===== src/sv/mru_pkg.sv =====
// Package for the bounded MRU id list: payload structs, operation codes,
// register indexes and sizing constants. No dependencies.
`timescale 1ns / 1ps
`default_nettype none

package mru_pkg;

	localparam int CAPACITY  = 16;
	localparam int NUM_LISTS = 2;

	localparam int ID_W    = 32;
	localparam int SEL_W   = 1;
	localparam int LIMIT_W = 5;
	localparam int CNT_W   = $clog2(CAPACITY + 1);
	localparam int DEPTH   = NUM_LISTS * CAPACITY;
	localparam int ADDR_W  = $clog2(DEPTH);
	localparam int PADDR_W = 3;
	localparam int PDATA_W = 32;

	localparam logic [LIMIT_W-1:0] LIMIT_RESET = LIMIT_W'(16);

	typedef enum logic [1:0] {
		FUNC_ADD    = 2'd0,
		FUNC_REMOVE = 2'd1,
		FUNC_QUERY  = 2'd2,
		FUNC_CLEAR  = 2'd3
	} func_t;

	// register index = byte address / 4
	localparam logic REG_LIMIT  = 1'b0;
	localparam logic REG_UNIQUE = 1'b1;

	typedef struct packed {
		func_t             func;
		logic [SEL_W-1:0]  list_select;
		logic [ID_W-1:0]   entry_id;
		logic              name_present;
	} cmd_t;

	typedef struct packed {
		logic              accepted;
		logic              found;
		logic [CNT_W-1:0]  entry_count;
		logic              evicted;
	} rsp_t;

endpackage

`default_nettype wire


===== src/sv/bounded_mru_id_list_core.sv =====
// Bounded MRU id list core: list ids in one synchronous RAM, scan/compact and shift.
// A named add scans the list, drops the oldest entry when at the limit, then shifts
// the list to put the new id at the front; others only scan. The next word is
// accepted the cycle after the response loads.
// Reset clears list lengths, control and output valid; entry_limit=16, unique=1.
// Depends on mru_pkg.
`timescale 1ns / 1ps
`default_nettype none

module bounded_mru_id_list_core
	import mru_pkg::*;
(
	input  wire logic               clk,
	input  wire logic               arst_n,
	// command channel
	input  wire logic               cmd_valid,
	output logic                    cmd_stall,
	input  wire cmd_t               cmd,
	// response channel
	output logic                    rsp_valid,
	input  wire logic               rsp_stall,
	output rsp_t                    rsp,
	// configuration port
	input  wire logic               psel,
	input  wire logic               penable,
	input  wire logic               pwrite,
	input  wire logic [PADDR_W-1:0] paddr,
	input  wire logic [PDATA_W-1:0] pwdata,
	output logic [PDATA_W-1:0]      prdata,
	output logic                    pready
);

	typedef enum logic [2:0] {
		ST_IDLE,
		ST_SCAN,
		ST_POST,
		ST_SHIFT,
		ST_FINISH
	} state_t;

	localparam logic [CNT_W-1:0]  CAP_C = CNT_W'(CAPACITY);
	localparam logic [ADDR_W-1:0] CAP_A = ADDR_W'(CAPACITY);

	// configuration registers
	logic [LIMIT_W-1:0] entry_limit_q;
	logic               unique_q;

	// control and working registers
	state_t             state_q;
	func_t              func_q;
	logic [SEL_W-1:0]   sel_q;
	logic [ID_W-1:0]    id_q;
	logic               named_q;
	logic               purge_q;
	logic [CNT_W-1:0]   len_q;
	logic [CNT_W-1:0]   idx_q;
	logic [CNT_W-1:0]   w_q;
	logic               rd_vld_q;
	logic               found_q;
	logic               evicted_q;
	logic [CNT_W-1:0]   list_length_q [NUM_LISTS];
	logic               rsp_valid_q;
	rsp_t               rsp_q;

	// entry RAM
	logic [ID_W-1:0]    mem [DEPTH];
	logic [ID_W-1:0]    mem_rdata_q;
	logic [ADDR_W-1:0]  mem_raddr;
	logic [ADDR_W-1:0]  mem_waddr;
	logic [ID_W-1:0]    mem_wdata;
	logic               mem_we;

	logic [ADDR_W-1:0]  base;
	logic [CNT_W-1:0]   lim;
	logic               issue;
	logic               id_match;
	logic               cmd_take;
	logic               rsp_load;
	logic               cfg_wr;

	//--------------------------------------------------------------------
	// Configuration port: zero wait states, written on the access phase.
	//--------------------------------------------------------------------
	assign pready = 1'b1;
	assign cfg_wr = psel && penable && pwrite && pready;

	always_ff @(posedge clk or negedge arst_n) begin
		if (!arst_n) begin
			entry_limit_q <= LIMIT_RESET;
			unique_q      <= 1'b1;
		end else if (cfg_wr) begin
			unique case (paddr[2])
				REG_LIMIT:  entry_limit_q <= pwdata[LIMIT_W-1:0];
				REG_UNIQUE: unique_q      <= pwdata[0];
				default:    ;
			endcase
		end
	end

	always_comb begin
		unique case (paddr[2])
			REG_LIMIT:  prdata = PDATA_W'(entry_limit_q);
			REG_UNIQUE: prdata = PDATA_W'(unique_q);
			default:    prdata = '0;
		endcase
	end

	// Zero or anything beyond the physical size means full capacity.
	assign lim = (entry_limit_q == '0 || int'(entry_limit_q) > CAPACITY)
		? CAP_C : CNT_W'(entry_limit_q);

	//--------------------------------------------------------------------
	// Handshakes. A new word enters only from idle; the response register
	// decouples the output so a pending response does not block the next.
	//--------------------------------------------------------------------
	assign cmd_stall = (state_q != ST_IDLE);
	assign cmd_take  = cmd_valid && !cmd_stall;
	assign rsp_load  = (state_q == ST_FINISH) && (!rsp_valid_q || !rsp_stall);
	assign rsp_valid = rsp_valid_q;
	assign rsp       = rsp_q;

	// List L lives at slots L*CAPACITY upward, front (newest) first.
	assign base = ADDR_W'(sel_q) * CAP_A;

	// Scan walks up from the front; shift walks down from the tail.
	always_comb begin
		issue     = 1'b0;
		mem_raddr = base + ADDR_W'(idx_q);
		case (state_q)
			ST_SCAN:  issue = (idx_q < len_q);
			ST_SHIFT: begin
				issue     = (idx_q != '0);
				mem_raddr = base + ADDR_W'(idx_q - CNT_W'(1));
			end
			default:  issue = 1'b0;
		endcase
	end

	assign id_match = (mem_rdata_q == id_q);

	// One write per cycle. Scan writes kept ids down to the compaction
	// point, which never passes the read point. Shift writes each id one
	// slot toward the tail, then drops the new id at the front.
	always_comb begin
		mem_we    = 1'b0;
		mem_waddr = base + ADDR_W'(w_q);
		mem_wdata = mem_rdata_q;
		case (state_q)
			ST_SCAN:  mem_we = rd_vld_q && purge_q && !id_match;
			ST_SHIFT: begin
				if (rd_vld_q) begin
					mem_we = 1'b1;
				end else if (idx_q == '0) begin
					mem_we    = 1'b1;
					mem_waddr = base;
					mem_wdata = id_q;
				end
			end
			default:  mem_we = 1'b0;
		endcase
	end

	always_ff @(posedge clk) begin
		if (mem_we) begin
			mem[mem_waddr] <= mem_wdata;
		end
		mem_rdata_q <= mem[mem_raddr];
	end

	//--------------------------------------------------------------------
	// Sequencer: scan (presence + optional compaction), post (eviction),
	// shift (make room at the front), finish (publish the response).
	//--------------------------------------------------------------------
	always_ff @(posedge clk or negedge arst_n) begin
		if (!arst_n) begin
			state_q     <= ST_IDLE;
			func_q      <= FUNC_ADD;
			sel_q       <= '0;
			id_q        <= '0;
			named_q     <= 1'b0;
			purge_q     <= 1'b0;
			len_q       <= '0;
			idx_q       <= '0;
			w_q         <= '0;
			rd_vld_q    <= 1'b0;
			found_q     <= 1'b0;
			evicted_q   <= 1'b0;
			rsp_valid_q <= 1'b0;
			rsp_q       <= '0;
			for (int i = 0; i < NUM_LISTS; i++) begin
				list_length_q[i] <= '0;
			end
		end else begin
			rd_vld_q <= issue;
			// drop the sent response unless a new one loads this cycle
			if (rsp_valid_q && !rsp_stall && !rsp_load) begin
				rsp_valid_q <= 1'b0;
			end

			unique case (state_q)
				ST_IDLE: begin
					if (cmd_take) begin
						func_q    <= cmd.func;
						sel_q     <= cmd.list_select;
						id_q      <= cmd.entry_id;
						named_q   <= cmd.name_present;
						purge_q   <= (cmd.func == FUNC_REMOVE) ||
							(cmd.func == FUNC_ADD && cmd.name_present && unique_q);
						len_q     <= list_length_q[cmd.list_select];
						idx_q     <= '0;
						w_q       <= '0;
						found_q   <= 1'b0;
						evicted_q <= 1'b0;
						state_q   <= ST_SCAN;
					end
				end

				ST_SCAN: begin
					if (issue) begin
						idx_q <= idx_q + CNT_W'(1);
					end
					if (rd_vld_q && id_match) begin
						found_q <= 1'b1;
					end
					if (mem_we) begin
						w_q <= w_q + CNT_W'(1);
					end
					if (!issue && !rd_vld_q) begin
						if (purge_q) begin
							len_q <= w_q;
						end
						state_q <= ST_POST;
					end
				end

				ST_POST: begin
					if (func_q == FUNC_ADD && named_q) begin
						// drop the oldest entry when still at the limit
						if (len_q >= lim) begin
							len_q     <= len_q - CNT_W'(1);
							idx_q     <= len_q - CNT_W'(1);
							evicted_q <= 1'b1;
						end else begin
							idx_q <= len_q;
						end
						state_q <= ST_SHIFT;
					end else begin
						state_q <= ST_FINISH;
					end
				end

				ST_SHIFT: begin
					if (issue) begin
						w_q   <= idx_q;
						idx_q <= idx_q - CNT_W'(1);
					end
					if (!issue && !rd_vld_q) begin
						len_q   <= len_q + CNT_W'(1);
						state_q <= ST_FINISH;
					end
				end

				ST_FINISH: begin
					if (rsp_load) begin
						rsp_valid_q          <= 1'b1;
						rsp_q.accepted       <= (func_q != FUNC_ADD) || named_q;
						rsp_q.found          <= found_q;
						rsp_q.entry_count    <= (func_q == FUNC_CLEAR) ? '0 : len_q;
						rsp_q.evicted        <= evicted_q;
						if (func_q == FUNC_CLEAR) begin
							for (int i = 0; i < NUM_LISTS; i++) begin
								list_length_q[i] <= '0;
							end
						end else begin
							list_length_q[sel_q] <= len_q;
						end
						state_q <= ST_IDLE;
					end
				end

				default: state_q <= ST_IDLE;
			endcase
		end
	end

	//--------------------------------------------------------------------
	// Checks
	//--------------------------------------------------------------------
	// compaction point never overtakes the read point
	a_compact_order: assert property (@(posedge clk) disable iff (!arst_n)
		(state_q == ST_SCAN) |-> (w_q <= idx_q))
		else $error("compaction write index passed read index");

	// RAM is only written while an operation walks a list
	a_write_window: assert property (@(posedge clk) disable iff (!arst_n)
		mem_we |-> (state_q == ST_SCAN || state_q == ST_SHIFT))
		else $error("entry RAM written outside scan or shift");

	// an eviction only comes with an accepted add and leaves a non-empty list
	a_evict_add: assert property (@(posedge clk) disable iff (!arst_n)
		(rsp_valid && rsp.evicted) |-> (rsp.accepted && rsp.entry_count != '0))
		else $error("eviction reported without an accepted add");

	// a clear leaves every list empty
	a_clear_all: assert property (@(posedge clk) disable iff (!arst_n)
		(rsp_load && func_q == FUNC_CLEAR) |=>
			(list_length_q[0] == '0 && list_length_q[NUM_LISTS-1] == '0))
		else $error("clear left a list non-empty");

	// stored lengths stay within the physical size
	a_len_bound: assert property (@(posedge clk) disable iff (!arst_n)
		(list_length_q[sel_q] <= CAP_C) && (len_q <= CAP_C))
		else $error("list length beyond capacity");

endmodule

`default_nettype wire

===== config.mk =====
export PLATFORM = sky130hd
export DESIGN_NAME = bounded_mru_id_list_core
export DESIGN_NICKNAME = d
export VERILOG_FILES = /design/src/sv/mru_pkg.sv /design/src/sv/bounded_mru_id_list_core.sv
export SDC_FILE = /design/constraint.sdc
export NUM_CORES = 1
export LEC_CHECK = 0
export BUFFER_PORTS_ARGS = -buffer_cell sky130_fd_sc_hd__buf_4
export CAP_MARGIN = 40
export CORE_ASPECT_RATIO = 0.7
export CORE_MARGIN = 10
export CORE_UTILIZATION = 36
export DETAILED_ROUTE_END_ITERATION = 16
export PLACE_DENSITY = 0.62
export SLEW_MARGIN = 20
export SYNTH_ARGS = -nofsm -noshare
export SYNTH_HDL_FRONTEND = slang
export SYNTH_SLANG_ARGS = --single-unit

===== constraint.sdc =====
create_clock -name clk -period 5.7 [get_ports clk]
set_clock_uncertainty 0.2 [all_clocks]
set_input_delay 0.285 -clock clk [delete_from_list [all_inputs] [get_ports clk]]
set_output_delay 0.285 -clock clk [all_outputs]
set_load 0.02 [all_outputs]

==> impl_metrics.csv, run 1 <==
group,metric,value,unit
outcome,status,"finished, final reports clean",
synth,synth_xor_area_share,0.854,%
route,antenna_left,0,
synth,synth_top_family_by_area,"multiplexers",
power_and_ir_drop,power,26.8,mW
synth,syn_area,45700,µm²
grt,first_global_vias,23700,
clock_tree,cts_buffer_depth,3,
cells_and_area,final_cell_mix,"edfxtp_1, mux2i_1, buf_4",
sta,rsz0062_at_grt,"false",
sta,setup_slack,1.30,ns
synth,synth_edf_count,1024,
sta,finalSetupViolCount,0,
grt,overflow,0,
route,wl_per_cell,26.4,µm
route,post-route-drc-count,0,
place,portBuffers,63,
synth,ys_ff_latch,1139,
clock_tree,cts.sinks,1139,
setup_path,critPathMaxFanout,18,
setup_path,cp_data_required_time,5.88,ns
sta,hold_ws,0.159,ns
synth,ys_types,71,
clock_tree,htree_levels,3,
place,dp_hpwl,66300,µm
route,drt-initial-drc-count,2605,
clock_tree,post_cts_buffers,0,
clock_tree,ctsResizeCount,0,
power_and_ir_drop,ir_drop,423,µV
cells_and_area,final_cells,4387,
route,first_pass_iters,6,
sta,fmax,227,MHz
cells_and_area,fin_util,41.6,%
setup_path,endpoint_kind,"flop",
synth,synth_mux_area_share,17.0,%
synth,yosys.area_share.simple,2.89,%
synth,synth_area_per_cell,18.7,µm²
cells_and_area,syn_to_final_growth,14.8,%
power_and_ir_drop,power_leakage,17.6,nW
floorplanning,die_area,142000,µm²
synth,synth_adder_area_share,0.493,%
grt,grt_max_degree,103,
route,vias_per_cell,5.49,
place,dp_cells,4137,
place,dp_slack,1.18,ns
cells_and_area,nNetsFinal,2732,
cells_and_area,final_common_cell,"edfxtp_1",
sta,layout_worst_path_cycle_share,77.2,%
floorplanning,fp.dieH,318,µm
synth,synth_ff_type,"edfxtp_1",
setup_path,path_class,"reg2reg",
synth,seq_area_frac_synth,73.2,%
grt,antenna_found_initial,2,
worst_hold_path,holdCritPathClass,"in2reg",
place,place.gp.congestion,0.821,
place,dpl_cell_area,48500,µm²
clock_tree,numCtsBuffers,105,
grt,grtUsageTotal,16.0,%
cells_and_area,multiInputGateArea,11600,µm²
cells_and_area,nFillCells,10900,
clock_tree,hold_buffers,53,
floorplanning,die_w,446,µm
clock_tree,clk_latency,0.72,ns
floorplanning,rows,109,
sta,maxSlewViolCount,0,
sta,tns,0,ns
clock_tree,clockRootBuffer,"clkbuf_16",
synth,netlist_instances,2446,
sta,fin_crit,4.40,ns
floorplanning,initial_core_util,36.2,%
sta,max_slew_margin,38.9,%
synth,ys_warn_count,0,
sta,worst_pin_slew,0.916,ns
cells_and_area,n_antenna_cell,0,
synth,synth-compound-area-share,3.41,%
floorplanning,coreArea,126000,µm²
cells_and_area,seqCellArea,33500,µm²
setup_path,start_kind,"flop",
floorplanning,io_pins,121,
grt,grt_pass1_wl,168000,µm
cells_and_area,design_area,52500,µm²
clock_tree,cts_tree,"yes",
route,num_vias,24100,
route,drt_wl_total,116000,µm
synth,async_reset_ff_share,7.29,%
sta,hold_violations,0,
clock_tree,clkTransAtPathRegs,0.07,ns
run,maxCapViolations,0,
power_and_ir_drop,powerDensity,511,nW/µm²
cells_and_area,drive_gt1_share,21.2,%
setup_path,cp.arrival,4.58,ns
[layer usage]
layer / global-route usage (%) / share of wire (%) / vias to the layer above
li1: - / - / 10200
met3: 3.22 / 8.3 / 170
met5: 0 / 0.035 / -
met1: 23.6 / 45 / 12700
met4: 3.87 / 2.2 / 6
met2: 24.1 / 45 / 1026
[path summary, 6_finish.rpt]
path	from	endpoint	slack, ns	depth (start not counted)
hold reg to reg	rsp[6]	rsp[6]	0.29	2
min in group asynchronous	arst_n	unique_q	0.51	3
setup reg to reg	id_q[9]	mem[12][30]	1.30	8
hold / removal	cmd[26]	id_q[25]	0.16	3
setup / recovery	id_q[9]	mem[12][30]	1.30	8
max in group asynchronous	arst_n	id_q[16]	4.08	4
[logic make-up (layout without fill, tap and decap cells)]
kind of cell               count (synthesis)  after routing
xor gates and xnor gates                  42             42
buffers and inverters                    172            422
AOI/OAI and AO/OA                        228            228
DFF                                     1139           1139
muxes                                    616            616
adders and majority gates                 18             18
and+or+nand+nor                          229            229
other                                      2             28
[cell type report]
cell class | instances | area share, %
repair buffers | 213 | 3.60
multi-input cells | 1161 | 22.1
clock inverters | 50 | 0.866
inverters | 16 | 0.114
clock buffers | 143 | 5.58
well taps | 1665 | 3.97
flip-flops and latches | 1139 | 63.8
[sequential cells by signal, summed over array words and instances (netlist names), 2 cells and up]
| register | count |
|---|---|
| entry_limit_q | 5 |
| func_q | 2 |
| id_q | 32 |
| idx_q | 5 |
| len_q | 5 |
| list_length_q | 10 |
| mem | 1024 |
| mem_rdata_q | 32 |
| rsp | 8 |
| state_q | 3 |
| w_q | 5 |
[power breakdown]
group | switching, mW | internal [mW] | total (mW)
combinational | 5.31 | 3.22 | 8.52
clock | 3.03 | 3.88 | 6.91
sequential | 0.417 | 11.0 | 11.4
total | 8.75 | 18.0 | 26.8
[critical path, stage by stage, from the launching register on]
cell      delay [ns]
dfrtp_1         0.40
xor2_1          0.16
nor4_1          0.71
nand4_1         0.49
o211ai_1        0.76
o22a_1          0.55
buf_6           0.23
nor2_4          0.16
buf_4           0.30
[cells in the mapped netlist (7+ instances only)]
cell type / instances / area, µm²
or3_1: 7 / 43.8
buf_4: 77 / 578
nand2_1: 41 / 154
a22oi_1: 61 / 458
nand2b_1: 9 / 56.3
clkbuf_1: 42 / 158
o31ai_1: 7 / 52.6
nor2_1: 32 / 120
o22ai_1: 75 / 469
inv_1: 15 / 56.3
nand3_1: 13 / 65.1
dfxtp_1: 32 / 641
a22o_1: 14 / 123
nor4_1: 15 / 93.8
edfxtp_1: 1024 / 30700
a21oi_1: 20 / 100
nor4_2: 10 / 125
mux4_2: 120 / 2700
dfrtp_1: 81 / 2030
nor2b_1: 10 / 62.6
buf_2: 30 / 150
xor2_1: 34 / 298
mux2i_1: 416 / 4160
ha_1: 18 / 225
nand4_1: 20 / 125
nor3_1: 39 / 195
mux2_2: 79 / 890
and3_1: 7 / 43.8
o21ai_0: 18 / 90.1
Note: power is estimated with default switching activity, not from simulation.
==> run 2: changes to the inputs <==
- clock period: 5.7 -> 4.3 ns (I/O delays scaled with it)
==> impl_metrics.csv, run 2 (synthesis results as in run 1) <==
group,metric,value,unit
floorplanning,rows,109,
clock_tree,clockRootBuffer,"clkbuf_16",
cells_and_area,reg_top3,"mem x1024, id_q x32, mem_rdata_q x32",
power_and_ir_drop,switching_power,11.8,mW
floorplanning,io_pins,121,
sta,hold_violations,0,
sta,worst_pin_slew,0.835,ns
worst_hold_path,holdCritPathClass,"in2reg",
grt,first_global_vias,24000,
sta,tns,0,ns
power_and_ir_drop,power_leakage,18.2,nW
route,post-route-drc-count,0,
setup_path,crit_cells,9,
place,place.gp.congestion,0.842,
grt,grtUsageTotal,16.2,%
power_and_ir_drop,seqPwrFrac,41.6,%
cells_and_area,nNetsFinal,2756,
place,dp_slack,0.631,ns
route,num_vias,24300,
outcome,status,"finished, final reports clean",
grt,grt_max_degree,55,
sta,max_slew_margin,43.7,%
floorplanning,initial_core_util,36.2,%
cells_and_area,syn_to_final_growth,17.1,%
power_and_ir_drop,ir_drop,410,µV
grt,grt_pass1_wl,169000,µm
setup_path,crit_path_max_incr_delay,0.69,ns
route,drt-initial-drc-count,2282,
setup_path,r2r_cells,9,
clock_tree,cts_buffer_depth,3,
clock_tree,clk_latency,0.71,ns
cells_and_area,drive_gt1_share,22.5,%
setup_path,path_class,"reg2reg",
power_and_ir_drop,p_int,24.7,mW
cells_and_area,fin_util,42.4,%
clock_tree,clkTransAtPathRegs,0.06,ns
sta,setup_slack,0.570,ns
cells_and_area,final_common_cell,"edfxtp_1",
power_and_ir_drop,clkPwrFrac,27.0,%
cells_and_area,design_area,53500,µm²
clock_tree,htree_levels,3,
sta,maxSlewViolCount,0,
place,dpl_cell_area,49300,µm²
setup_path,critPathMaxFanout,37,
worst_hold_path,holdPathStages,3,
cells_and_area,final_cells,4417,
sta,fmax,268,MHz
setup_path,critical_path_buf_inv_count,3,
setup_path,r2r_start,"state_q[0]",
setup_path,critPathTopFamily,"buffers and inverters",
cells_and_area,seqCellArea,33500,µm²
floorplanning,die_w,446,µm
setup_path,cp_common_cell,"buf_12",
grt,overflow,0,
sta,layout_worst_path_cycle_share,86.8,%
route,first_pass_iters,6,
setup_path,cp.arrival,4.13,ns
run,maxCapViolations,0,
floorplanning,coreArea,126000,µm²
clock_tree,numCtsBuffers,104,
worst_hold_path,min_from,"cmd[12]",
place,portBuffers,63,
clock_tree,cts.sinks,1139,
floorplanning,fp.dieH,318,µm
setup_path,crit_path_start,"state_q[0]",
sta,fin_crit,3.73,ns
cells_and_area,nFillCells,10800,
route,wl_per_cell,26.7,µm
cells_and_area,final_cell_mix,"edfxtp_1, mux2i_1, buf_4",
power_and_ir_drop,powerDensity,682,nW/µm²
cells_and_area,largest_reg_flops,1024,
place,dp_hpwl,67700,µm
setup_path,start_kind,"flop",
place,dp_cells,4161,
setup_path,crit_chain,"nor2b_2, nand3_1, xnor2_4, buf_12, buf_12, buf_4, mux2i_1, o22ai_1, nor4_2",
setup_path,cpMaxStageDelayCell,"dfrtp_1",
sta,finalSetupViolCount,0,
floorplanning,die_area,142000,µm²
setup_path,cp_data_required_time,4.70,ns
setup_path,endpoint_kind,"flop",
cells_and_area,multiInputGateArea,11600,µm²
power_and_ir_drop,power_frac_comb,31.4,%
clock_tree,cts_tree,"yes",
route,drt_wl_total,118000,µm
route,vias_per_cell,5.50,
cells_and_area,regMostFlops,"mem",
power_and_ir_drop,p_sw_share,32.3,%
grt,antenna_found_initial,1,
route,antenna_left,0,
sta,rsz0062_at_grt,"false",
-- run 2: cell count changes in the layout (fill, tap and decap cells not counted), moves of 4 or more --
cell / previous run / this run
buf_12: 6 / 46
buf_4: 146 / 129
buf_8: 5 / 1
bufinv_16: 6 / 17
clkbuf_1: 28 / 14
clkinv_2: 20 / 26
dlygate4sd3_1: 52 / 56
nor3_2: 29 / 20
nor3_4: 1 / 10
-- run 2: power groups by stage --
| stage | logic [mW] | clock network [mW] | registers (mW) |
|---|---|---|---|
| 3_5_place_dp | 11.3 | 0 | 15.4 |
| 4_1_cts | 11.5 | 10.0 | 15.2 |
| 5_1_grt | 12.3 | 10.5 | 15.2 |
| 6_report | 11.5 | 9.87 | 15.2 |
| 3_3_place_gp | 11.0 | 0 | 15.4 |
| 2_1_floorplan | 8.07 | 0 | 15.1 |
-- run 2: through the flow --
stage	total power, mW	hold slack (ns)
finish	36.5	0.0899
global route	38.0	0.0859
CTS	36.7	0.0451
detailed placement	26.7	0.135
global placement	26.3	0.105
floorplan	23.2	-0.281
-- run 2: repair_timing --
action,in CTS,in global routing
endpoints found under the hold margin,106,0
gates resized for setup,0,0
buffers inserted,0,0
hold buffers,57,0
-- run 2: worst paths after layout --
kind | endpoint | slack [ns]
max | mem_rdata_q[25] | 0.57
min | id_q[11] | 0.09
max reg2reg | mem_rdata_q[25] | 0.57
min reg2reg | rsp[0] | 0.29
max in group asynchronous | entry_limit_q[4] | 3.03
min in group asynchronous | rsp_valid | 0.37
-- run 2: final cells by class --
class / count / share of cell area [%]
diodes: 1 / 0.00467
repair buffers: 238 / 4.87
multi-input cells: 1161 / 21.7
well taps: 1665 / 3.89
flip-flops and latches: 1139 / 62.5
clock buffers: 127 / 5.25
clock inverters: 70 / 1.61
inverters: 16 / 0.112
-- run 2: worst reg2reg max path, delay by kind of cell (launching register included) --
| family | cells | cell delay (ns) |
|---|---|---|
| flip-flops | 1 | 0.69 |
| multiplexers | 1 | 0.27 |
| AND/OR/NAND/NOR | 3 | 0.95 |
| XOR/XNOR | 1 | 0.30 |
| AO/OA/AOI/OAI | 1 | 0.13 |
| buffers and inverters | 3 | 1.10 |
-- run 2: metal layers --
layer  GRT usage [%]  wire [µm]  share of wire, %
met1            24.1      53100                45
met2            23.7      51400                44
met3            3.88      10800               9.1
met4            3.80       2570               2.2
met5               0          0                 0
